$ cat src/sv/bcomp_pkg.sv
`timescale 1ns / 1ps
// ----------------------------------------------------------------------------
// bcomp_pkg
// Shared types and constants of the barometric sensor compensation pipeline.
// ----------------------------------------------------------------------------
package bcomp_pkg;

    localparam int RAW_W     = 24;
    localparam int COEF_W    = 16;
    localparam int TEMP_W    = 19;
    localparam int PRES_W    = 24;
    localparam int DT_W      = 25;
    localparam int PROD_W    = 42;
    localparam int OFF_W     = 36;
    localparam int SENS_W    = 35;
    localparam int SENS_LO_W = 18;
    localparam int FULL_W    = 60;
    localparam int DIFF_W    = 40;
    localparam int CFG_IDX_W = 3;

    localparam logic [RAW_W-1:0] RAW_ALL_ONES = '1;

    localparam logic signed [TEMP_W:0] TEMP_OFFSET  = 20'sd29315;
    localparam logic signed [TEMP_W:0] TEMP_MIN_EXT = -20'sd131072;
    localparam logic signed [TEMP_W:0] TEMP_MAX_EXT = 20'sd262143;
    localparam logic signed [PRES_W:0] PRES_MIN_EXT = -25'sd8388608;
    localparam logic signed [PRES_W:0] PRES_MAX_EXT = 25'sd8388607;

    typedef enum logic [1:0] {
        STATUS_OK      = 2'd0,
        STATUS_NOT_CAL = 2'd1,
        STATUS_INVALID = 2'd2
    } status_t;

    typedef enum logic [CFG_IDX_W-1:0] {
        REG_PROM_WORD_ZERO = 3'd0,
        REG_COEF_SENS      = 3'd1,
        REG_COEF_OFFSET    = 3'd2,
        REG_COEF_SENS_TC   = 3'd3,
        REG_COEF_OFFSET_TC = 3'd4,
        REG_COEF_TREF      = 3'd5,
        REG_COEF_TEMPSENS  = 3'd6
    } reg_idx_t;

    typedef struct packed {
        logic [COEF_W-1:0] prom_word_zero;
        logic [COEF_W-1:0] coef_sens;
        logic [COEF_W-1:0] coef_offset;
        logic [COEF_W-1:0] coef_sens_tc;
        logic [COEF_W-1:0] coef_offset_tc;
        logic [COEF_W-1:0] coef_tref;
        logic [COEF_W-1:0] coef_tempsens;
    } cfg_t;

    typedef struct packed {
        logic                     valid;
        status_t                  status;
        logic [RAW_W-1:0]         d1;
        logic signed [TEMP_W-1:0] temp_ck;
        logic signed [OFF_W-1:0]  off;
        logic signed [SENS_W-1:0] sens;
    } front_t;

    typedef struct packed {
        logic                     valid;
        status_t                  status;
        logic signed [TEMP_W-1:0] temp_ck;
        logic signed [PRES_W-1:0] pressure_pa;
    } res_t;

endpackage

$ cat src/sv/bcomp_press.sv
`timescale 1ns / 1ps
// ----------------------------------------------------------------------------
// bcomp_press
// Last three stages: D1 times SENS as two partial products, the combine and
// offset subtract, then the final shift, saturation and output register.
// ----------------------------------------------------------------------------
module bcomp_press (
    input  logic                aclk,
    input  logic                aresetn,
    input  logic                en,
    input  bcomp_pkg::front_t   front,
    output bcomp_pkg::res_t     res
);

    // stage 4
    logic                                   v4_reg;
    logic [bcomp_pkg::PROD_W-1:0]           p_lo_reg, p_lo_next;
    logic signed [bcomp_pkg::PROD_W-1:0]    p_hi_reg, p_hi_next;
    logic signed [bcomp_pkg::OFF_W-1:0]     off_s4_reg;
    logic signed [bcomp_pkg::TEMP_W-1:0]    temp_s4_reg;
    bcomp_pkg::status_t                     st_s4_reg;

    // stage 5
    logic                                   v5_reg;
    logic signed [bcomp_pkg::FULL_W-1:0]    full;
    logic signed [bcomp_pkg::DIFF_W-1:0]    diff_reg, diff_next;
    logic signed [bcomp_pkg::TEMP_W-1:0]    temp_s5_reg;
    bcomp_pkg::status_t                     st_s5_reg;

    // output stage
    logic                                   v6_reg;
    logic signed [bcomp_pkg::PRES_W:0]      p_wide;
    logic signed [bcomp_pkg::PRES_W-1:0]    pres_reg, pres_next;
    logic signed [bcomp_pkg::TEMP_W-1:0]    temp_reg, temp_next;
    bcomp_pkg::status_t                     st_reg;

    always_comb begin
        p_lo_next = front.d1 * front.sens[bcomp_pkg::SENS_LO_W-1:0];
        p_hi_next = $signed({1'b0, front.d1})
                    * $signed(front.sens[bcomp_pkg::SENS_W-1:bcomp_pkg::SENS_LO_W]);
    end

    // full product, then floor shift by 21 and subtract OFF
    always_comb begin
        full = $signed({p_hi_reg, {bcomp_pkg::SENS_LO_W{1'b0}}})
               + $signed({{bcomp_pkg::SENS_LO_W{1'b0}}, p_lo_reg});
        diff_next = $signed({full[bcomp_pkg::FULL_W-1], full[bcomp_pkg::FULL_W-1:21]})
                    - $signed({{(bcomp_pkg::DIFF_W-bcomp_pkg::OFF_W){off_s4_reg[bcomp_pkg::OFF_W-1]}},
                               off_s4_reg});
    end

    always_comb begin
        p_wide = $signed(diff_reg[bcomp_pkg::DIFF_W-1:15]);
        if (st_s5_reg != bcomp_pkg::STATUS_OK) begin
            pres_next = '0;
            temp_next = '0;
        end else begin
            temp_next = temp_s5_reg;
            if (p_wide < bcomp_pkg::PRES_MIN_EXT) begin
                pres_next = bcomp_pkg::PRES_MIN_EXT[bcomp_pkg::PRES_W-1:0];
            end else if (p_wide > bcomp_pkg::PRES_MAX_EXT) begin
                pres_next = bcomp_pkg::PRES_MAX_EXT[bcomp_pkg::PRES_W-1:0];
            end else begin
                pres_next = p_wide[bcomp_pkg::PRES_W-1:0];
            end
        end
    end

    always_ff @(posedge aclk) begin
        if (!aresetn) begin
            v4_reg <= 1'b0;
            v5_reg <= 1'b0;
            v6_reg <= 1'b0;
        end else if (en) begin
            v4_reg <= front.valid;
            v5_reg <= v4_reg;
            v6_reg <= v5_reg;
        end
    end

    always_ff @(posedge aclk) begin
        if (en) begin
            p_lo_reg    <= p_lo_next;
            p_hi_reg    <= p_hi_next;
            off_s4_reg  <= front.off;
            temp_s4_reg <= front.temp_ck;
            st_s4_reg   <= front.status;
            diff_reg    <= diff_next;
            temp_s5_reg <= temp_s4_reg;
            st_s5_reg   <= st_s4_reg;
            pres_reg    <= pres_next;
            temp_reg    <= temp_next;
            st_reg      <= st_s5_reg;
        end
    end

    always_comb begin
        res.valid       = v6_reg;
        res.status      = st_reg;
        res.temp_ck     = temp_reg;
        res.pressure_pa = pres_reg;
    end

endmodule

$ cat config.mk
export PLATFORM = sky130hd
export DESIGN_NAME = bcomp_press
export DESIGN_NICKNAME = d
export VERILOG_FILES = /design/src/sv/bcomp_pkg.sv /design/src/sv/bcomp_press.sv
export SDC_FILE = /design/constraint.sdc
export NUM_CORES = 2
export LEC_CHECK = 0
export ABC_CLOCK_PERIOD_IN_PS = 11200
export BUFFER_PORTS_ARGS = -buffer_cell sky130_fd_sc_hd__buf_2
export CORE_ASPECT_RATIO = 1.5
export CORE_MARGIN = 1
export CORE_UTILIZATION = 25
export DETAILED_ROUTE_END_ITERATION = 6
export GPL_TIMING_DRIVEN = 1
export PLACE_DENSITY = 0.41
export SLEW_MARGIN = 10
export SYNTH_ARGS = -nofsm -noshare
export SYNTH_HDL_FRONTEND = slang
export SYNTH_SLANG_ARGS = --single-unit
$ cat constraint.sdc
create_clock -name aclk -period 11.2 [get_ports aclk]
set_clock_uncertainty 0.2 [all_clocks]
set_input_delay 2.24 -clock aclk [delete_from_list [all_inputs] [get_ports aclk]]
set_output_delay 2.24 -clock aclk [all_outputs]
set_load 0.02 [all_outputs]
==> qor.csv <==
stage,metric,value,unit
outcome,status,"finished, final reports clean",
layout,"leading cell types in the layout, fill and taps excluded","inv_1, fa_1, nand2_1",
worst_setup_path,CP startpoint,front[97],
worst_setup_path,Crit Path Class,in2reg,
synthesis,leading area contributor after synthesis,fa_1,
timing,min Tclk post-route,8920,ps
worst_setup_path,"Slowest-stage cell, CP",buf_2,
layout,area of the multi-input gates,26000,um2
min_path,min-delay src,temp_s4_reg[6],
timing,final hold vios,0,
synthesis,Synth Warn #,0,
global_route,number of global-route vias before repair,27900,
synthesis,Post-synth EDFFs,214,
synthesis,top_reg_cell synth,edfxtp_1,
clock_network,clk buf depth,3,
die,Ports,166,
layout,"commonest non-fill, non-tap cell in the layout",inv_1,
routing,post-route ant nets,0,
synthesis,register area share after synthesis,17.8,%
worst_setup_path,CP cell instances,buf_2 > nand2_1 > fa_1 > inv_1 > fa_1 > inv_1 > fa_1 > inv_1 > fa_1 > fa_1 > inv_1 > fa_1 > inv_1 > ha_1 > a21oi_1 > o21ai_0 > nor4_1 > nor3_2 > o2111ai_1 > a211oi_2 > o21ai_1 > a31oi_1 > and4_1 > nor3_1,
worst_setup_path,max incr delay on CP,660,ps
placement,I/O Buffers,165,
die,die height,469,um
clock_network,number of buffers created by CTS,25,
clock_network,# hold bufs at CTS,0,
routing,routed length per instance,18.1,um
placement,GPL Wtd Cong,0.777,
worst_setup_path,worst endpoint required time,11300,ps
routing,Initial DRC Count,943,
timing,Setup Total Neg Slack,0,ps
worst_setup_path,Crit path max-delay family,adder cells,
synthesis,synth unique cells,78,
layout,Reg area,6490,um2
worst_setup_path,Crit path top cell by count,fa_1,
die,Die Wd,313,um
layout,area grow syn2layout,10.3,%
worst_setup_path,Worst setup EP type,flip-flop,
timing,final setup vio count,0,
clock_network,Setup Buffers After CTS,0,
routing,Pre-Repair DR Iteration Count,7,
placement,Final HPWL DP,84.7,mm
synthesis,Gate Count Post-Synth,3770,
global_route,largest net degree at the start of global routing,126,
clock_network,clock root cell,clkbuf_16,
flow_run,MaxCap Viol Count,0,
die,Initial Util,25.2,%
routing,vias per cell,4.30,
synthesis,post-synthesis average cell area,9.64,um2
synthesis,top cell type's share of synthesized area,37.4,%
synthesis,Synthesized Nets,4885,
routing,final wirelength,104,mm
die,core box area,144000,um2
worst_setup_path,CP bufs+invs,6,
routing,via count,24700,
clock_network,CTS H-tree depth,1,
clock_network,Worst-path clk slew,70,ps
layout,fillers,15400,
clock_network,number of clock sinks,217,
min_path,Hold WC Path Type,reg2reg,
clock_network,CTS tree,done,
synthesis,post-synthesis async set-or-reset flop share,0,%
synthesis,register bit count reported by yosys,217,
worst_setup_path,Critical R2R Launch,p_lo_reg[20],
global_route,grt ovf,0,
worst_setup_path,Worst EP arrival,9020,ps
timing,unrepaired setup endpoints after global routing,false,
layout,share of post-route cells with drive strength above 1,7.08,%
layout,max reg flops,42,
synthesis,Synth area leaders,"fa_1, edfxtp_1, ha_1",
global_route,initial antenna violation count,12,
routing,DRC violations left,0,
timing,fin. max-slew vios,0,
die,die area,147000,um2
global_route,first-pass GRT wire length,163,mm
timing,Worst Max-Slew Pin Slew,926,ps
worst_setup_path,CP startpoint kind,input port,
timing,max_slew headroom,38.3,%
die,num rows,171,
timing,final period utilization,79.6,%
synthesis,post-synthesis instance area,36300,um2
layout,Layout Nets,4951,
global_route,GRT Util Overall,14.4,%
timing,Fmax achieved,0.112,GHz
clock_network,Resized Gates After CTS,0,
clock_network,Worst-Skew Late Latency,570,ps
worst_setup_path,crit-path max FO,35,
Yosys cell counts (5+ instances only):
master	count
edfxtp_1	214
a211oi_1	8
clkbuf_1	157
nor3_1	30
a21o_1	45
and3_1	8
or2_2	5
nor2_1	126
o21bai_1	5
o211ai_1	8
ha_1	316
xnor2_1	73
or3_1	6
and2_1	371
a31oi_1	5
nand2b_1	23
nor2b_1	18
xor2_1	34
nor4_1	5
fa_1	679
nand3_1	21
o21a_1	22
a21oi_2	5
o21ai_0	40
and4_1	8
a21oi_1	73
nand4_1	16
nand2_1	502
inv_1	872
final cells by class:
| class | count | share of cell area (%) |
|---|---|---|
| clock buffer | 29 | 1.60 |
| multi-input combinational | 2521 | 64.8 |
| tap | 1903 | 5.94 |
| timing repair buffer | 199 | 2.75 |
| antenna | 2 | 0.0125 |
| clock inverter | 17 | 0.562 |
| sequential | 217 | 16.2 |
| inverter | 872 | 8.16 |
stage by stage:
stage | hold WS, ps | cells | worst slack [ps] | util [%] | instance area, um2
2_1_floorplan | 200 | 3770 | 2700 | - | 36300
3_3_place_gp | 201 | 5712 | 1640 | 27.2 | 39200
3_5_place_dp | 205 | 5712 | 1620 | 27.2 | 39200
4_1_cts | 220 | 5758 | 2220 | 27.8 | 40100
5_1_grt | 229 | 5758 | 1850 | 27.8 | 40100
6_report | 218 | 5760 | 2280 | 27.8 | 40100
final timing paths:
kind / to / slack (ps) / cells past startpoint
min: temp_s5_reg[6] / 220 / 0
max: p_lo_reg[41] / 2280 / 24
min reg2reg: temp_s5_reg[6] / 220 / 0
max reg2reg: diff_reg[37] / 5220 / 20
per-layer routing:
layer | GRT usage, % | vias up | part of all wire (%) | wire length, um
met5 | 0 | - | 0.066 | 69
met4 | 3.12 | 12 | 1.9 | 1990
met3 | 1.18 | 116 | 2.6 | 2660
met2 | 27.9 | 368 | 53 | 55700
met1 | 17.1 | 12700 | 42 | 43800
li1 | - | 11500 | - | -
cell families (layout without fill, tap and decap cells):
| family | after synthesis | count (layout) | share of synthesized area, % |
|---|---|---|---|
| AND/OR/NAND/NOR | 1150 | 1150 | 15.5 |
| buffers and inverters | 1032 | 1117 | 10.7 |
| adder cells (fa/ha/maj) | 995 | 995 | 48.3 |
| AO/OA/AOI/OAI | 264 | 264 | 5.03 |
| flip-flops | 217 | 217 | 17.8 |
| XOR/XNOR | 107 | 107 | 2.58 |
| multiplexers | 5 | 5 | 0.141 |
| other | 0 | 2 | 0 |
Power is not shown: default switching activity piles up to over one toggle a cycle in this logic, so the estimate is an artifact.
