## config.mk

```make
export PLATFORM = sky130hd
export DESIGN_NAME = bcomp_cfg
export DESIGN_NICKNAME = d
export VERILOG_FILES = /design/src/sv/bcomp_pkg.sv /design/src/sv/bcomp_cfg.sv
export SDC_FILE = /design/constraint.sdc
export NUM_CORES = 1
export LEC_CHECK = 0
export BUFFER_PORTS_ARGS = -buffer_cell sky130_fd_sc_hd__buf_4
export CELL_PAD_IN_SITES_DETAIL_PLACEMENT = 1
export CELL_PAD_IN_SITES_GLOBAL_PLACEMENT = 1
export CORE_ASPECT_RATIO = 1.25
export CORE_MARGIN = 1
export CORE_UTILIZATION = 38
export DETAILED_ROUTE_END_ITERATION = 8
export GPL_TIMING_DRIVEN = 0
export PLACE_DENSITY = 0.9
export SLEW_MARGIN = 40
export SYNTH_ARGS = -nofsm -noshare
export SYNTH_HDL_FRONTEND = slang
export SYNTH_SLANG_ARGS = --single-unit
```

## constraint.sdc

```tcl
create_clock -name aclk -period 1.63 [get_ports aclk]
set_input_delay 0.4075 -clock aclk [delete_from_list [all_inputs] [get_ports aclk]]
set_output_delay 0.4075 -clock aclk [all_outputs]
set_load 0.1 [all_outputs]
```

## src/sv/bcomp_pkg.sv

```systemverilog
`timescale 1ns / 1ps
// ----------------------------------------------------------------------------
// bcomp_pkg
// Shared types and constants of the barometric sensor compensation pipeline.
// ----------------------------------------------------------------------------
package bcomp_pkg;

    localparam int RAW_W     = 24;
    localparam int COEF_W    = 16;
    localparam int TEMP_W    = 19;
    localparam int PRES_W    = 24;
    localparam int DT_W      = 25;
    localparam int PROD_W    = 42;
    localparam int OFF_W     = 36;
    localparam int SENS_W    = 35;
    localparam int SENS_LO_W = 18;
    localparam int FULL_W    = 60;
    localparam int DIFF_W    = 40;
    localparam int CFG_IDX_W = 3;

    localparam logic [RAW_W-1:0] RAW_ALL_ONES = '1;

    localparam logic signed [TEMP_W:0] TEMP_OFFSET  = 20'sd29315;
    localparam logic signed [TEMP_W:0] TEMP_MIN_EXT = -20'sd131072;
    localparam logic signed [TEMP_W:0] TEMP_MAX_EXT = 20'sd262143;
    localparam logic signed [PRES_W:0] PRES_MIN_EXT = -25'sd8388608;
    localparam logic signed [PRES_W:0] PRES_MAX_EXT = 25'sd8388607;

    typedef enum logic [1:0] {
        STATUS_OK      = 2'd0,
        STATUS_NOT_CAL = 2'd1,
        STATUS_INVALID = 2'd2
    } status_t;

    typedef enum logic [CFG_IDX_W-1:0] {
        REG_PROM_WORD_ZERO = 3'd0,
        REG_COEF_SENS      = 3'd1,
        REG_COEF_OFFSET    = 3'd2,
        REG_COEF_SENS_TC   = 3'd3,
        REG_COEF_OFFSET_TC = 3'd4,
        REG_COEF_TREF      = 3'd5,
        REG_COEF_TEMPSENS  = 3'd6
    } reg_idx_t;

    typedef struct packed {
        logic [COEF_W-1:0] prom_word_zero;
        logic [COEF_W-1:0] coef_sens;
        logic [COEF_W-1:0] coef_offset;
        logic [COEF_W-1:0] coef_sens_tc;
        logic [COEF_W-1:0] coef_offset_tc;
        logic [COEF_W-1:0] coef_tref;
        logic [COEF_W-1:0] coef_tempsens;
    } cfg_t;

    typedef struct packed {
        logic                     valid;
        status_t                  status;
        logic [RAW_W-1:0]         d1;
        logic signed [TEMP_W-1:0] temp_ck;
        logic signed [OFF_W-1:0]  off;
        logic signed [SENS_W-1:0] sens;
    } front_t;

    typedef struct packed {
        logic                     valid;
        status_t                  status;
        logic signed [TEMP_W-1:0] temp_ck;
        logic signed [PRES_W-1:0] pressure_pa;
    } res_t;

endpackage

```

## src/sv/bcomp_cfg.sv

```systemverilog
`timescale 1ns / 1ps
// ----------------------------------------------------------------------------
// bcomp_cfg
// Calibration register file, written through the configuration channel.
// ----------------------------------------------------------------------------
module bcomp_cfg (
    input  logic                               aclk,
    input  logic                               aresetn,
    input  logic                               cfg_valid,
    output logic                               cfg_ready,
    input  logic [bcomp_pkg::CFG_IDX_W-1:0]    cfg_index,
    input  logic [bcomp_pkg::COEF_W-1:0]       cfg_wdata,
    output bcomp_pkg::cfg_t                    cfg
);

    bcomp_pkg::cfg_t cfg_reg, cfg_next;

    assign cfg_ready = 1'b1;
    assign cfg       = cfg_reg;

    always_comb begin
        cfg_next = cfg_reg;
        if (cfg_valid) begin
            unique case (cfg_index)
                bcomp_pkg::REG_PROM_WORD_ZERO: cfg_next.prom_word_zero = cfg_wdata;
                bcomp_pkg::REG_COEF_SENS:      cfg_next.coef_sens      = cfg_wdata;
                bcomp_pkg::REG_COEF_OFFSET:    cfg_next.coef_offset    = cfg_wdata;
                bcomp_pkg::REG_COEF_SENS_TC:   cfg_next.coef_sens_tc   = cfg_wdata;
                bcomp_pkg::REG_COEF_OFFSET_TC: cfg_next.coef_offset_tc = cfg_wdata;
                bcomp_pkg::REG_COEF_TREF:      cfg_next.coef_tref      = cfg_wdata;
                bcomp_pkg::REG_COEF_TEMPSENS:  cfg_next.coef_tempsens  = cfg_wdata;
                default: ;  // unmapped index, write dropped
            endcase
        end
    end

    always_ff @(posedge aclk) begin
        if (!aresetn) begin
            cfg_reg <= '0;
        end else begin
            cfg_reg <= cfg_next;
        end
    end

endmodule

```

==> impl_metrics.py, run 1 <==
metrics = {
    "global_route": {
        "grt_max_degree": 17,
        "antenna_found_initial": 0,
        "overflow": 0,
        "grt_usage": 0.2163,
        "first_global_vias": 3425,
        "grt_pass1_wl_mm": 18.06,
    },
    "final_layout": {
        "nets": 554,
        "diodes": 0,
        "mostFrequentLayoutCells": "buf_4 (134), nand2_1 (128), mux2i_1 (112), dfxtp_1 (112), clkbuf_1 (15)",
        "nFillCells": 1169,
        "multi_input_comb_area_um2": 1674,
        "ff_latch_area_um2": 2242,
        "largest_register_ffs": 112,
        "final_common_cell": "buf_4",
        "syn2layout_area_growth_pct": 35.34,
        "drive_gt1_frac": 0.3017,
    },
    "yosys": {
        "synth_seq_cells": 112,
        "ys_warn_count": 0,
        "syn-num-nets": 411,
        "yosysSeqAreaShare": 0.5507,
        "syn_avg_cell_area_um2": 10.47,
        "syn_inst": 389,
        "synthesis.area_um2": 4071,
        "synth_cell_types": 13,
    },
    "die": {
        "ios": 135,
        "start_util": 0.3968,
        "rows": 41,
        "die_x_um": 94.58,
        "die-area_um2": 11130,
        "design.core.area_um2": 10260,
        "die_h_um": 117.7,
    },
    "place": {
        "hpwl_mm": 8.984,
        "io_buffers": 132,
        "gp_congestion": 0.7505,
    },
    "clock_tree": {
        "cts-htree-levels": 3,
        "clock_latency_ps": 350,
        "root_buffer": "clkbuf_16",
        "cts_tree": "done",
        "clock-sinks": 112,
        "cts_setup_buffers": 0,
        "cts_resized": 0,
        "cts_hold_buf": 0,
        "clockBufferDepth": 2,
        "cts_buffers": 9,
        "clkTransAtPathRegs_ps": 70,
    },
    "worst_setup_path": {
        "crit_arrival_ps": 1030,
        "required_ps": 1220,
        "critical_path_class": "reg2out",
        "start_kind": "flip-flop",
        "path_cells": "buf_4",
        "end_kind": "output port",
        "crit_family": "flip-flops",
        "cp_slowest_cell": "dfxtp_1",
        "cp_slowest_stage_delay_ps": 370,
        "cp_max_fo": 2,
        "cp_num_buf_inv": 1,
    },
    "timing": {
        "rsz0062_at_grt": "no",
        "finalHoldViolCount": 0,
        "finalSetupTns_ps": 0,
        "maxSlewHeadroom": 0.6477,
        "hold_ws_ps": 464.5,
        "tightest_slew_ps": 528.5,
        "post-route-period-util": 0.8801,
        "finClkSkew_ps": 0,
        "post-route-min-period_ps": 1435,
        "report.final.slew_viol_count": 0,
        "setup_viol": 0,
        "fmax_mhz": 697.1,
    },
    "routing": {
        "routed_wl_mm": 11.66,
        "detail_route.wl_per_cell_um": 17.51,
        "first_pass_iters": 4,
        "via_per_inst": 4.940,
        "vias": 3290,
        "drtIter0Drc": 56,
        "ant_nets": 0,
        "drcViolationCount": 0,
    },
    "min_path": {
        "hp-class": "reg2reg",
    },
    "flow_run": {
        "drv_cap": 0,
    },
    "power": {
        "fin_total_pwr_mw": 5.796,
        "power_density_nw_per_um2": 1052,
        "p_leak_nw": 2.905,
        "peakVddDrop_uv": 481.5,
    },
    "run_status": {
        "status": "completed",
    },
}
layout make-up:
class | instances | area share
Buffer | 29 | 0.02816
Tap cell | 129 | 0.02929
Clock inverter | 2 | 0.002271
Clock buffer | 14 | 0.04973
Timing Repair Buffer | 132 | 0.1798
Sequential cell | 112 | 0.4069
Multi-Input combinational cell | 248 | 0.3038
final timing paths:
path                              start  endpoint  slack [ps]  cells after the start
worst min-delay path            cfg[13]   cfg[13]         460                      2
worst max register to register  cfg[54]   cfg[54]         960                      2
worst max-delay path            cfg[66]   cfg[66]         200                      1
worst min register to register  cfg[13]   cfg[13]         460                      2
metrics by stage:
| stage | utilization | instances | worst slack [ps] | instance area [um2] |
|---|---|---|---|---|
| final | 0.5371 | 666 | 195.4 | 5510 |
| after global routing | 0.5371 | 666 | 154.4 | 5510 |
| after CTS | 0.5371 | 666 | 171.4 | 5510 |
| after detailed placement | 0.5091 | 650 | -108.7 | 5224 |
| after global placement | 0.5091 | 650 | -44.50 | 5224 |
| after floorplan | - | 389 | 170.9 | 4071 |
worst register-to-register path, cell delays in order, from the launching register on:
cell     delay (ps)
dfxtp_1         350
nand2_1          70
mux2i_1         170
power breakdown:
group          switching, mW  internal (mW)
clock network          0.958           1.16
registers             0.0366           2.80
logic                  0.656          0.187
total                   1.65           4.14
logic make-up (layout without fill, tap and decap cells):
family | after synthesis | after routing | synth area share
flops | 112 | 112 | 0.5507
buf+inv | 29 | 177 | 0.03811
other cells | 1 | 1 | 0.0009211
simple gates | 135 | 135 | 0.1349
mux | 112 | 112 | 0.2754
metal layers:
layer	wire, um	global-route usage	up-vias
met4	279	0.1004	0
met3	640	0.04199	19
li1	-	-	1565
met5	0	0	-
met1	4523	0.2338	1606
met2	6217	0.3945	100
synth_stat cells (all sizes together):
library cell / instances / area share
nand2: 128 / 0.12
dfxtp: 112 / 0.55
mux2i: 112 / 0.28
buf: 16 / 0.026
clkbuf: 13 / 0.012
nand4b: 3 / 0.0065
nand4bb: 2 / 0.0055
conb: 1 / 0.00092
nor4bb: 1 / 0.0025
or4b: 1 / 0.0025
Power figures use the tool's default switching activity.
==> run 2, diff against run 1 <==
Settings changed: CORE_ASPECT_RATIO 1.25 to 1.4, PLACE_DENSITY 0.9 to not set, PLACE_DENSITY_LB_ADDON set to 0.05.
==> impl_metrics.py, run 2 (synthesis results as in run 1) <==
metrics = {
    "global_route": {
        "first_global_vias": 3340,
        "gr-usage-met1": 0.2399,
        "grt_usage": 0.2169,
        "grt_pass1_wl_mm": 17.72,
        "overflow": 0,
        "grt-busiest-layer": "met2",
        "antenna_found_initial": 0,
        "grtUsageMet3": 0.05169,
        "met2_usage": 0.3866,
        "grt_max_degree": 18,
    },
    "final_layout": {
        "syn2layout_area_growth_pct": 35.62,
        "final_cell_area_um2": 5522,
        "ff_latch_area_um2": 2242,
        "mostFrequentLayoutCells": "buf_4 (134), nand2_1 (128), mux2i_1 (112), dfxtp_1 (112), clkbuf_1 (13)",
        "largest_register_ffs": 112,
        "diodes": 0,
        "drive_gt1_frac": 0.3041,
        "multi_input_comb_area_um2": 1674,
        "final_util": 0.5307,
        "final_common_cell": "buf_4",
        "nFillCells": 1192,
        "nets": 554,
    },
    "timing": {
        "finClkSkew_ps": 0,
        "post-route-period-util": 0.8870,
        "maxSlewHeadroom": 0.6188,
        "report.final.slew_viol_count": 0,
        "finalSetupTns_ps": 0,
        "finalHoldViolCount": 0,
        "fmax_mhz": 691.7,
        "setup_viol": 0,
        "tightest_slew_ps": 571.8,
        "hold_ws_ps": 456.8,
        "post-route-min-period_ps": 1446,
        "rsz0062_at_grt": "no",
    },
    "die": {
        "start_util": 0.3913,
        "die-area_um2": 11140,
        "die_x_um": 89.48,
        "die_h_um": 124.5,
        "ios": 135,
        "design.core.area_um2": 10410,
        "rows": 44,
    },
    "flow_run": {
        "drv_cap": 0,
    },
    "worst_setup_path": {
        "path_cells": "buf_4",
        "required_ps": 1220,
        "r2r_slack_ps": 940,
        "reg2reg_depth": 2,
        "crit_path_end": "cfg[61]",
        "cp_num_cells": 1,
        "cp_max_fo": 2,
        "crit_family": "flip-flops",
        "cp_slowest_stage_delay_ps": 380,
        "start_kind": "flip-flop",
        "reg2reg_from": "cfg[32]",
        "rr_endpoint": "cfg[32]",
        "cp_num_buf_inv": 1,
        "critical_path_class": "reg2out",
        "end_kind": "output port",
        "startpoint": "cfg[61]",
        "crit_arrival_ps": 1040,
        "cp_slowest_cell": "dfxtp_1",
    },
    "power": {
        "fin_total_pwr_mw": 5.823,
        "peakVddDrop_uv": 533.0,
        "power_density_nw_per_um2": 1055,
        "p_leak_nw": 2.908,
    },
    "routing": {
        "vias": 3259,
        "ant_nets": 0,
        "routed_wl_mm": 11.42,
        "drtIter0Drc": 105,
        "via_per_inst": 4.835,
        "drcViolationCount": 0,
        "first_pass_iters": 4,
        "detail_route.wl_per_cell_um": 16.95,
    },
    "place": {
        "post_dp_cell_area_um2": 5235,
        "io_buffers": 132,
        "gp_congestion": 0.7626,
        "hpwl_mm": 8.564,
    },
    "clock_tree": {
        "cts_resized": 0,
        "cts_hold_buf": 0,
        "cts_buffers": 9,
        "clkTransAtPathRegs_ps": 70,
        "cts_setup_buffers": 0,
        "cts-htree-levels": 3,
        "cts_tree": "done",
        "clock-sinks": 112,
        "clock_latency_ps": 340,
        "root_buffer": "clkbuf_16",
        "clockBufferDepth": 2,
    },
    "min_path": {
        "hp-class": "reg2reg",
        "worst_hold_path.num_cells": 2,
    },
    "run_status": {
        "status": "completed",
    },
}
[run 2: changes by cell type in the layout (fill, tap and decap cells not counted)]
cell	delta
bufinv_16	+1
clkinv_2	+2
clkbuf_1	-2
clkbuf_8	-3
clkinv_4	+1
[run 2: report_power, final]
part | internal, mW | leakage, nW | switching [mW] | total (mW)
clock | 1.18 | 0.141 | 0.969 | 2.15
combinational | 0.187 | 1.86 | 0.659 | 0.846
sequential | 2.80 | 0.906 | 0.0350 | 2.83
total | 4.16 | 2.91 | 1.66 | 5.82
[run 2: metal layers]
layer	share of wire	vias to the layer above	routed length, um
li1	-	1578	-
met1	0.40	1575	4552
met2	0.53	89	6011
met3	0.051	17	578
met4	0.024	0	278
met5	0	-	0
[run 2: area by class of cell]
type	instances	share of cell area
clock inverter	6	0.01110
buffer	29	0.02810
multi-input combinational	248	0.3032
timing repair buffer	132	0.1795
sequential	112	0.4061
tap	138	0.03127
clock buffer	9	0.04079
[run 2: worst min path at each step]
stage | startpoint | endpoint | slack [ps]
floorplan | cfg_wdata[4] | cfg[100] | 670
global placement | cfg[83] | cfg[83] | 440
detailed placement | cfg[84] | cfg[84] | 450
CTS | cfg[84] | cfg[84] | 460
global route | cfg[13] | cfg[13] | 480
finish | cfg[84] | cfg[84] | 460
[run 2: worst min-delay path: stages (launching register included)]
cell	delay [ps]
dfxtp_1	310
nand2_1	50
mux2i_1	50
[run 2: through the flow]
step	instances	worst slack (ps)
after floorplan	389	170.9
after global placement	659	-27.31
after detailed placement	659	-54.26
after CTS	674	184.2
after global routing	674	163.8
final	674	184.3
