--- src/sv/bcomp_pkg.sv ---
`timescale 1ns / 1ps
// ----------------------------------------------------------------------------
// bcomp_pkg
// Shared types and constants of the barometric sensor compensation pipeline.
// ----------------------------------------------------------------------------
package bcomp_pkg;

    localparam int RAW_W     = 24;
    localparam int COEF_W    = 16;
    localparam int TEMP_W    = 19;
    localparam int PRES_W    = 24;
    localparam int DT_W      = 25;
    localparam int PROD_W    = 42;
    localparam int OFF_W     = 36;
    localparam int SENS_W    = 35;
    localparam int SENS_LO_W = 18;
    localparam int FULL_W    = 60;
    localparam int DIFF_W    = 40;
    localparam int CFG_IDX_W = 3;

    localparam logic [RAW_W-1:0] RAW_ALL_ONES = '1;

    localparam logic signed [TEMP_W:0] TEMP_OFFSET  = 20'sd29315;
    localparam logic signed [TEMP_W:0] TEMP_MIN_EXT = -20'sd131072;
    localparam logic signed [TEMP_W:0] TEMP_MAX_EXT = 20'sd262143;
    localparam logic signed [PRES_W:0] PRES_MIN_EXT = -25'sd8388608;
    localparam logic signed [PRES_W:0] PRES_MAX_EXT = 25'sd8388607;

    typedef enum logic [1:0] {
        STATUS_OK      = 2'd0,
        STATUS_NOT_CAL = 2'd1,
        STATUS_INVALID = 2'd2
    } status_t;

    typedef enum logic [CFG_IDX_W-1:0] {
        REG_PROM_WORD_ZERO = 3'd0,
        REG_COEF_SENS      = 3'd1,
        REG_COEF_OFFSET    = 3'd2,
        REG_COEF_SENS_TC   = 3'd3,
        REG_COEF_OFFSET_TC = 3'd4,
        REG_COEF_TREF      = 3'd5,
        REG_COEF_TEMPSENS  = 3'd6
    } reg_idx_t;

    typedef struct packed {
        logic [COEF_W-1:0] prom_word_zero;
        logic [COEF_W-1:0] coef_sens;
        logic [COEF_W-1:0] coef_offset;
        logic [COEF_W-1:0] coef_sens_tc;
        logic [COEF_W-1:0] coef_offset_tc;
        logic [COEF_W-1:0] coef_tref;
        logic [COEF_W-1:0] coef_tempsens;
    } cfg_t;

    typedef struct packed {
        logic                     valid;
        status_t                  status;
        logic [RAW_W-1:0]         d1;
        logic signed [TEMP_W-1:0] temp_ck;
        logic signed [OFF_W-1:0]  off;
        logic signed [SENS_W-1:0] sens;
    } front_t;

    typedef struct packed {
        logic                     valid;
        status_t                  status;
        logic signed [TEMP_W-1:0] temp_ck;
        logic signed [PRES_W-1:0] pressure_pa;
    } res_t;

endpackage

--- src/sv/bcomp_front.sv ---
`timescale 1ns / 1ps
// ----------------------------------------------------------------------------
// bcomp_front
// First three stages: dT, the three coefficient products, then TEMP, OFF
// and SENS.
// ----------------------------------------------------------------------------
module bcomp_front (
    input  logic                            aclk,
    input  logic                            aresetn,
    input  logic                            en,
    input  logic                            in_valid,
    input  logic [bcomp_pkg::RAW_W-1:0]     d1,
    input  logic [bcomp_pkg::RAW_W-1:0]     d2,
    input  bcomp_pkg::cfg_t                 cfg,
    output bcomp_pkg::front_t               front
);

    // stage 1
    logic                                   v1_reg;
    logic signed [bcomp_pkg::DT_W-1:0]      dt_reg, dt_next;
    logic [bcomp_pkg::RAW_W-1:0]            d1_s1_reg;
    bcomp_pkg::status_t                     st_s1_reg, st_next;

    // stage 2
    logic                                   v2_reg;
    logic signed [bcomp_pkg::PROD_W-1:0]    prod_temp_reg, prod_temp_next;
    logic signed [bcomp_pkg::PROD_W-1:0]    prod_off_reg, prod_off_next;
    logic signed [bcomp_pkg::PROD_W-1:0]    prod_sens_reg, prod_sens_next;
    logic [bcomp_pkg::RAW_W-1:0]            d1_s2_reg;
    bcomp_pkg::status_t                     st_s2_reg;

    // stage 3
    logic                                   v3_reg;
    logic signed [bcomp_pkg::TEMP_W:0]      temp_sum;
    logic signed [bcomp_pkg::TEMP_W-1:0]    temp_reg, temp_next;
    logic signed [bcomp_pkg::OFF_W-1:0]     off_reg, off_next;
    logic signed [bcomp_pkg::SENS_W-1:0]    sens_reg, sens_next;
    logic [bcomp_pkg::RAW_W-1:0]            d1_s3_reg;
    bcomp_pkg::status_t                     st_s3_reg;

    always_comb begin
        dt_next = $signed({1'b0, d2}) - $signed({1'b0, cfg.coef_tref, 8'd0});
        if (cfg.prom_word_zero == '0) begin
            st_next = bcomp_pkg::STATUS_NOT_CAL;
        end else if (d1 == '0 || d1 == bcomp_pkg::RAW_ALL_ONES ||
                     d2 == '0 || d2 == bcomp_pkg::RAW_ALL_ONES) begin
            st_next = bcomp_pkg::STATUS_INVALID;
        end else begin
            st_next = bcomp_pkg::STATUS_OK;
        end
    end

    always_comb begin
        prod_temp_next = dt_reg * $signed({1'b0, cfg.coef_tempsens});
        prod_off_next  = dt_reg * $signed({1'b0, cfg.coef_offset_tc});
        prod_sens_next = dt_reg * $signed({1'b0, cfg.coef_sens_tc});
    end

    // upper part-selects are the floor shifts by 23, 6 and 7
    always_comb begin
        temp_sum = $signed({prod_temp_reg[bcomp_pkg::PROD_W-1],
                            prod_temp_reg[bcomp_pkg::PROD_W-1:23]})
                   + bcomp_pkg::TEMP_OFFSET;
        if (temp_sum < bcomp_pkg::TEMP_MIN_EXT) begin
            temp_next = bcomp_pkg::TEMP_MIN_EXT[bcomp_pkg::TEMP_W-1:0];
        end else if (temp_sum > bcomp_pkg::TEMP_MAX_EXT) begin
            temp_next = bcomp_pkg::TEMP_MAX_EXT[bcomp_pkg::TEMP_W-1:0];
        end else begin
            temp_next = temp_sum[bcomp_pkg::TEMP_W-1:0];
        end
        off_next  = $signed({3'b000, cfg.coef_offset, 17'd0})
                    + $signed(prod_off_reg[bcomp_pkg::PROD_W-1:6]);
        sens_next = $signed({3'b000, cfg.coef_sens, 16'd0})
                    + $signed(prod_sens_reg[bcomp_pkg::PROD_W-1:7]);
    end

    always_ff @(posedge aclk) begin
        if (!aresetn) begin
            v1_reg <= 1'b0;
            v2_reg <= 1'b0;
            v3_reg <= 1'b0;
        end else if (en) begin
            v1_reg <= in_valid;
            v2_reg <= v1_reg;
            v3_reg <= v2_reg;
        end
    end

    always_ff @(posedge aclk) begin
        if (en) begin
            dt_reg        <= dt_next;
            d1_s1_reg     <= d1;
            st_s1_reg     <= st_next;
            prod_temp_reg <= prod_temp_next;
            prod_off_reg  <= prod_off_next;
            prod_sens_reg <= prod_sens_next;
            d1_s2_reg     <= d1_s1_reg;
            st_s2_reg     <= st_s1_reg;
            temp_reg      <= temp_next;
            off_reg       <= off_next;
            sens_reg      <= sens_next;
            d1_s3_reg     <= d1_s2_reg;
            st_s3_reg     <= st_s2_reg;
        end
    end

    always_comb begin
        front.valid   = v3_reg;
        front.status  = st_s3_reg;
        front.d1      = d1_s3_reg;
        front.temp_ck = temp_reg;
        front.off     = off_reg;
        front.sens    = sens_reg;
    end

endmodule

--- config.mk ---
export PLATFORM = sky130hd
export DESIGN_NAME = bcomp_front
export DESIGN_NICKNAME = d
export VERILOG_FILES = /design/src/sv/bcomp_pkg.sv /design/src/sv/bcomp_front.sv
export SDC_FILE = /design/constraint.sdc
export NUM_CORES = 2
export LEC_CHECK = 0
export ABC_AREA = 1
export BUFFER_PORTS_ARGS = -buffer_cell sky130_fd_sc_hd__buf_2
export CORE_ASPECT_RATIO = 0.7
export CORE_MARGIN = 3
export CORE_UTILIZATION = 45
export CTS_CLUSTER_SIZE = 16
export DETAILED_ROUTE_END_ITERATION = 8
export REMOVE_ABC_BUFFERS = 1
export SYNTH_ARGS = -nofsm -noshare
export SYNTH_HDL_FRONTEND = slang
export SYNTH_SLANG_ARGS = --single-unit
--- constraint.sdc ---
create_clock -name aclk -period 8.4 [get_ports aclk]
set_input_delay 0.42 -clock aclk [delete_from_list [all_inputs] [get_ports aclk]]
set_output_delay 0.42 -clock aclk [all_outputs]
set_load 0.1 [all_outputs]
==> metrics list <==
* Most frequent cells in the layout: sky130_fd_sc_hd__inv_1 (2149), sky130_fd_sc_hd__nand2_1 (1845), sky130_fd_sc_hd__fa_1 (1170)
- Entering global routing, the biggest net connects around 140 pins.
- Max-capacitance violation count: 0
- Average via count per standard cell: 4.95
- At the worst endpoint, the arrival time is around 7500 ps.
- Most instantiated flip-flop cell in the synthesis netlist: sky130_fd_sc_hd__edfxtp_1
- Hold Violations, Final: 0
* Worst clock skew: approximately 27 ps
- Clock tree synthesis inserted a total of 37 buffers.
- Derived from the worst setup path, the maximum achievable clock frequency is 140 MHz.
- The largest individual stage delay along the critical path comes from the cell sky130_fd_sc_hd__fa_1.
* Number of rows in the core area: approximately 110
- Number of nets with antenna violations after detailed routing: 0
- TritonCTS Sinks: approximately 290
* Final weighted congestion in routability-driven placement: 0.964
- The worst register-to-register path ends at prod_off_reg[39].
- The largest single stage delay on the critical path is around 810 ps.
* Number of distinct library cell variants in the gate-level netlist after synthesis: 45
* Sum of overflow across all layers after global routing: 0
- In this run the worst path has a maximum fanout of 48.
* Most frequent standard cell in the layout excluding fill and tap cells: sky130_fd_sc_hd__inv_1
- Total Routing Usage GR: 24.9%
- Unrepaired setup endpoints after global routing: no
- The worst hold path belongs to the class in2reg.
- In this run the most critical hold path is launched from d1[17].
- Mean post-synth cell area: 8.15 um2
- Largest area contributor in the synthesized netlist: sky130_fd_sc_hd__fa_1
- In the finished design, the share of the clock period the worst path needs comes to between 80% and 90%.
- Signed area change from the synthesized netlist to the final layout: 7.86%
- Outcome: completed
* Category of the worst setup path launch point: register
- Clock latency on the worst-skew pair, taken at its later pin, is 600 ps.
- For the worst setup path, the data required time is roughly 8700 ps.
- Die outline width: 436 um
* Layout cells sized above 1: around 5.9%
- Summed over all layers, the routed wires come to between 150000 and 200000 um.
* Share of the synthesized area in the top cell type: 40.2%
- The H-tree generated during clock tree synthesis spans 2 levels.
- Effective utilization at floorplan: 45.7%
- The worst setup path is of the reg2reg kind.
- The path with the worst hold slack has its endpoint at d1_s1_reg[17].
* DR iter-0 viols: ~3500
- Net count, final: 8963
* Number of antenna violations at the first check in global routing: 3
- The worst register-to-register path begins at dt_reg[24].
- Of all flip-flops after synthesis, the portion carrying an async set or reset was 0%.
* Y dimension of the die: 307 um
* Final count of pins violating max slew: 0
* Final setup violation count: 0
* Via count of the first global-routing pass: 47100
- DRC violations left: 0
- Detailed placement finished with a half-perimeter wire length of ~130000 um.
- Share of the yosys chip area belonging to registers: 14.7%
- The floorplan step defined a die boundary enclosing 0.134 mm2.
- Counting the fill cells in the layout gives 12500.
* WHS Path Cells: 1
* Cell-by-cell listing of the critical path: buf_4 > nand2_1 > fa_1 > fa_1 > inv_1 > fa_1 > fa_1 > fa_1 > inv_1 > fa_1 > inv_1 > ha_1 > nand2_1 > nor2_1 > nand2_1 > nor2_1 > nand4_1 > nand4_1 > nand2_1
* Final routed wire length divided by cell count: approximately 18 um
- Number of detailed-route iterations in the first pass: 6
- TritonCTS built the clock tree.
* Path depth of the worst reg2reg path: 19
* Number of gates resized after CTS: 0
- After synthesis the netlist holds a flip-flop and latch count of between 200 and 300.
- IO Pins: roughly 280
- Among the stages of the critical path, the cell type that occurs most often is sky130_fd_sc_hd__fa_1.
- For the pin with the worst max-slew slack, the measured transition is 1210 ps.
- The first global-routing pass estimated between 200000 and 300000 um of wire.
- The region available for standard cell placement spans approximately 0.13 mm2.
- Reg-to-reg setup timing slack: roughly 1200 ps
- Yosys printed 0 warnings.
- The worst path needs slightly above 7000 ps of the cycle, external delays included.
- Port buffering added 280 buffers.
* Setup fix buffers added after clock tree synthesis: 0
* Register clock-pin slew on the reported worst setup and hold paths: roughly 60 ps
* Top cells by area, synth: sky130_fd_sc_hd__fa_1 (40%), sky130_fd_sc_hd__edfxtp_1 (15%), sky130_fd_sc_hd__inv_1 (14%)
* Endpoint kind of the worst setup timing path: register
- Number of instances in the synthesized netlist: roughly 7000
* Vias after detailed routing: 44700
* Post-synthesis instance area: about 0.058 mm2
- In this run, synthesis inferred ~280 flip-flops with an integrated enable.
- Worst slew margin relative to its limit: between 10% and 20%
- Root cell of the clock tree: sky130_fd_sc_hd__clkbuf_16
- In the final timing run, aggregate negative setup slack is 0 ps.
* Clock tree buffer depth: 3
worst max path at each step:
stage          slack, ps  cells after the start                end       start
2_1_floorplan       2270                     18  prod_sens_reg[41]  dt_reg[24]
3_3_place_gp        1280                     19   prod_off_reg[39]  dt_reg[24]
3_5_place_dp        1300                     19   prod_off_reg[39]  dt_reg[24]
4_1_cts             1280                     19   prod_off_reg[39]  dt_reg[24]
5_1_grt              810                     19   prod_off_reg[39]  dt_reg[24]
6_report            1240                     19   prod_off_reg[39]  dt_reg[24]
synth_stat cells (2+ instances only):
master,count
sky130_fd_sc_hd__a21boi_0,7
sky130_fd_sc_hd__a21o_1,19
sky130_fd_sc_hd__a21oi_1,184
sky130_fd_sc_hd__a31oi_1,13
sky130_fd_sc_hd__and3_1,2
sky130_fd_sc_hd__buf_1,37
sky130_fd_sc_hd__buf_6,2
sky130_fd_sc_hd__clkbuf_1,226
sky130_fd_sc_hd__dfxtp_1,3
sky130_fd_sc_hd__edfxtp_1,283
sky130_fd_sc_hd__fa_1,1170
sky130_fd_sc_hd__ha_1,353
sky130_fd_sc_hd__inv_1,2149
sky130_fd_sc_hd__inv_2,6
sky130_fd_sc_hd__nand2_1,1845
sky130_fd_sc_hd__nand2_2,13
sky130_fd_sc_hd__nand2b_1,4
sky130_fd_sc_hd__nand3_1,118
sky130_fd_sc_hd__nand3_2,2
sky130_fd_sc_hd__nand3b_1,10
sky130_fd_sc_hd__nand4_1,50
sky130_fd_sc_hd__nor2_1,314
sky130_fd_sc_hd__nor3_1,34
sky130_fd_sc_hd__nor4_1,16
sky130_fd_sc_hd__o211ai_1,6
sky130_fd_sc_hd__o21a_1,7
sky130_fd_sc_hd__o21ai_0,103
sky130_fd_sc_hd__o21ai_1,2
sky130_fd_sc_hd__o21bai_1,25
sky130_fd_sc_hd__o31ai_1,2
sky130_fd_sc_hd__xnor2_1,29
sky130_fd_sc_hd__xor2_1,91
cell families after synthesis:
kind of cell               Yosys count  synth area share [%]
and+or+nand+nor                   2414                  16.4
DFF                                286                  14.7
AOI/OAI and AO/OA                  374                  3.59
buffers and inverters             2421                  15.6
xor gates and xnor gates           120                  1.81
adders and majority gates         1523                  47.8
layer usage:
metal	routed length [um]	track usage (%)	vias up	part of all wire [%]
li1	-	-	20700	-
met1	77900	38.2	22200	48
met2	67300	36.7	1523	42
met3	14100	5.34	164	8.7
met4	2560	4.23	4	1.6
met5	27	0	-	0.017
critical path: cells and delay by family, from the launching register on:
kind          cells  cell delay, ps
flops             1             320
simple gates      8            1770
buf+inv           4             990
fa+ha+maj         7            3790
stage by stage:
step / area (um2) / utilization [%] / worst slack [ps] / instances / hold WS, ps
floorplan: 57200 / - / 2270 / 6872 / 400
global route: 62800 / 49.3 / 809 / 9023 / 27.6
detailed placement: 61400 / 48.2 / 1300 / 8933 / 405
finish: 62800 / 49.3 / 1240 / 9024 / 69.7
CTS: 62800 / 49.3 / 1280 / 9022 / 0.523
global placement: 61400 / 48.2 / 1280 / 8933 / 400
cell type report:
class,count,area (um2),share of cell area [%]
antenna,2,5.00,0.00797
inverter,2155,8090,12.9
tap,1720,2150,3.43
clock inverter,27,231,0.369
sequential,286,8560,13.6
timing repair buffer,365,2270,3.62
multi-input combinational,4431,40500,64.6
clock buffer,38,930,1.48
timing repair:
| action | 4_1_cts | 5_1_grt |
|---|---|---|
| endpoints found under the hold margin | 24 | 0 |
| endpoints found under the setup margin | 0 | 0 |
| hold buffers | 24 | 0 |
Power is not shown: default switching activity piles up to over one toggle a cycle in this logic, so the estimate is an artifact.
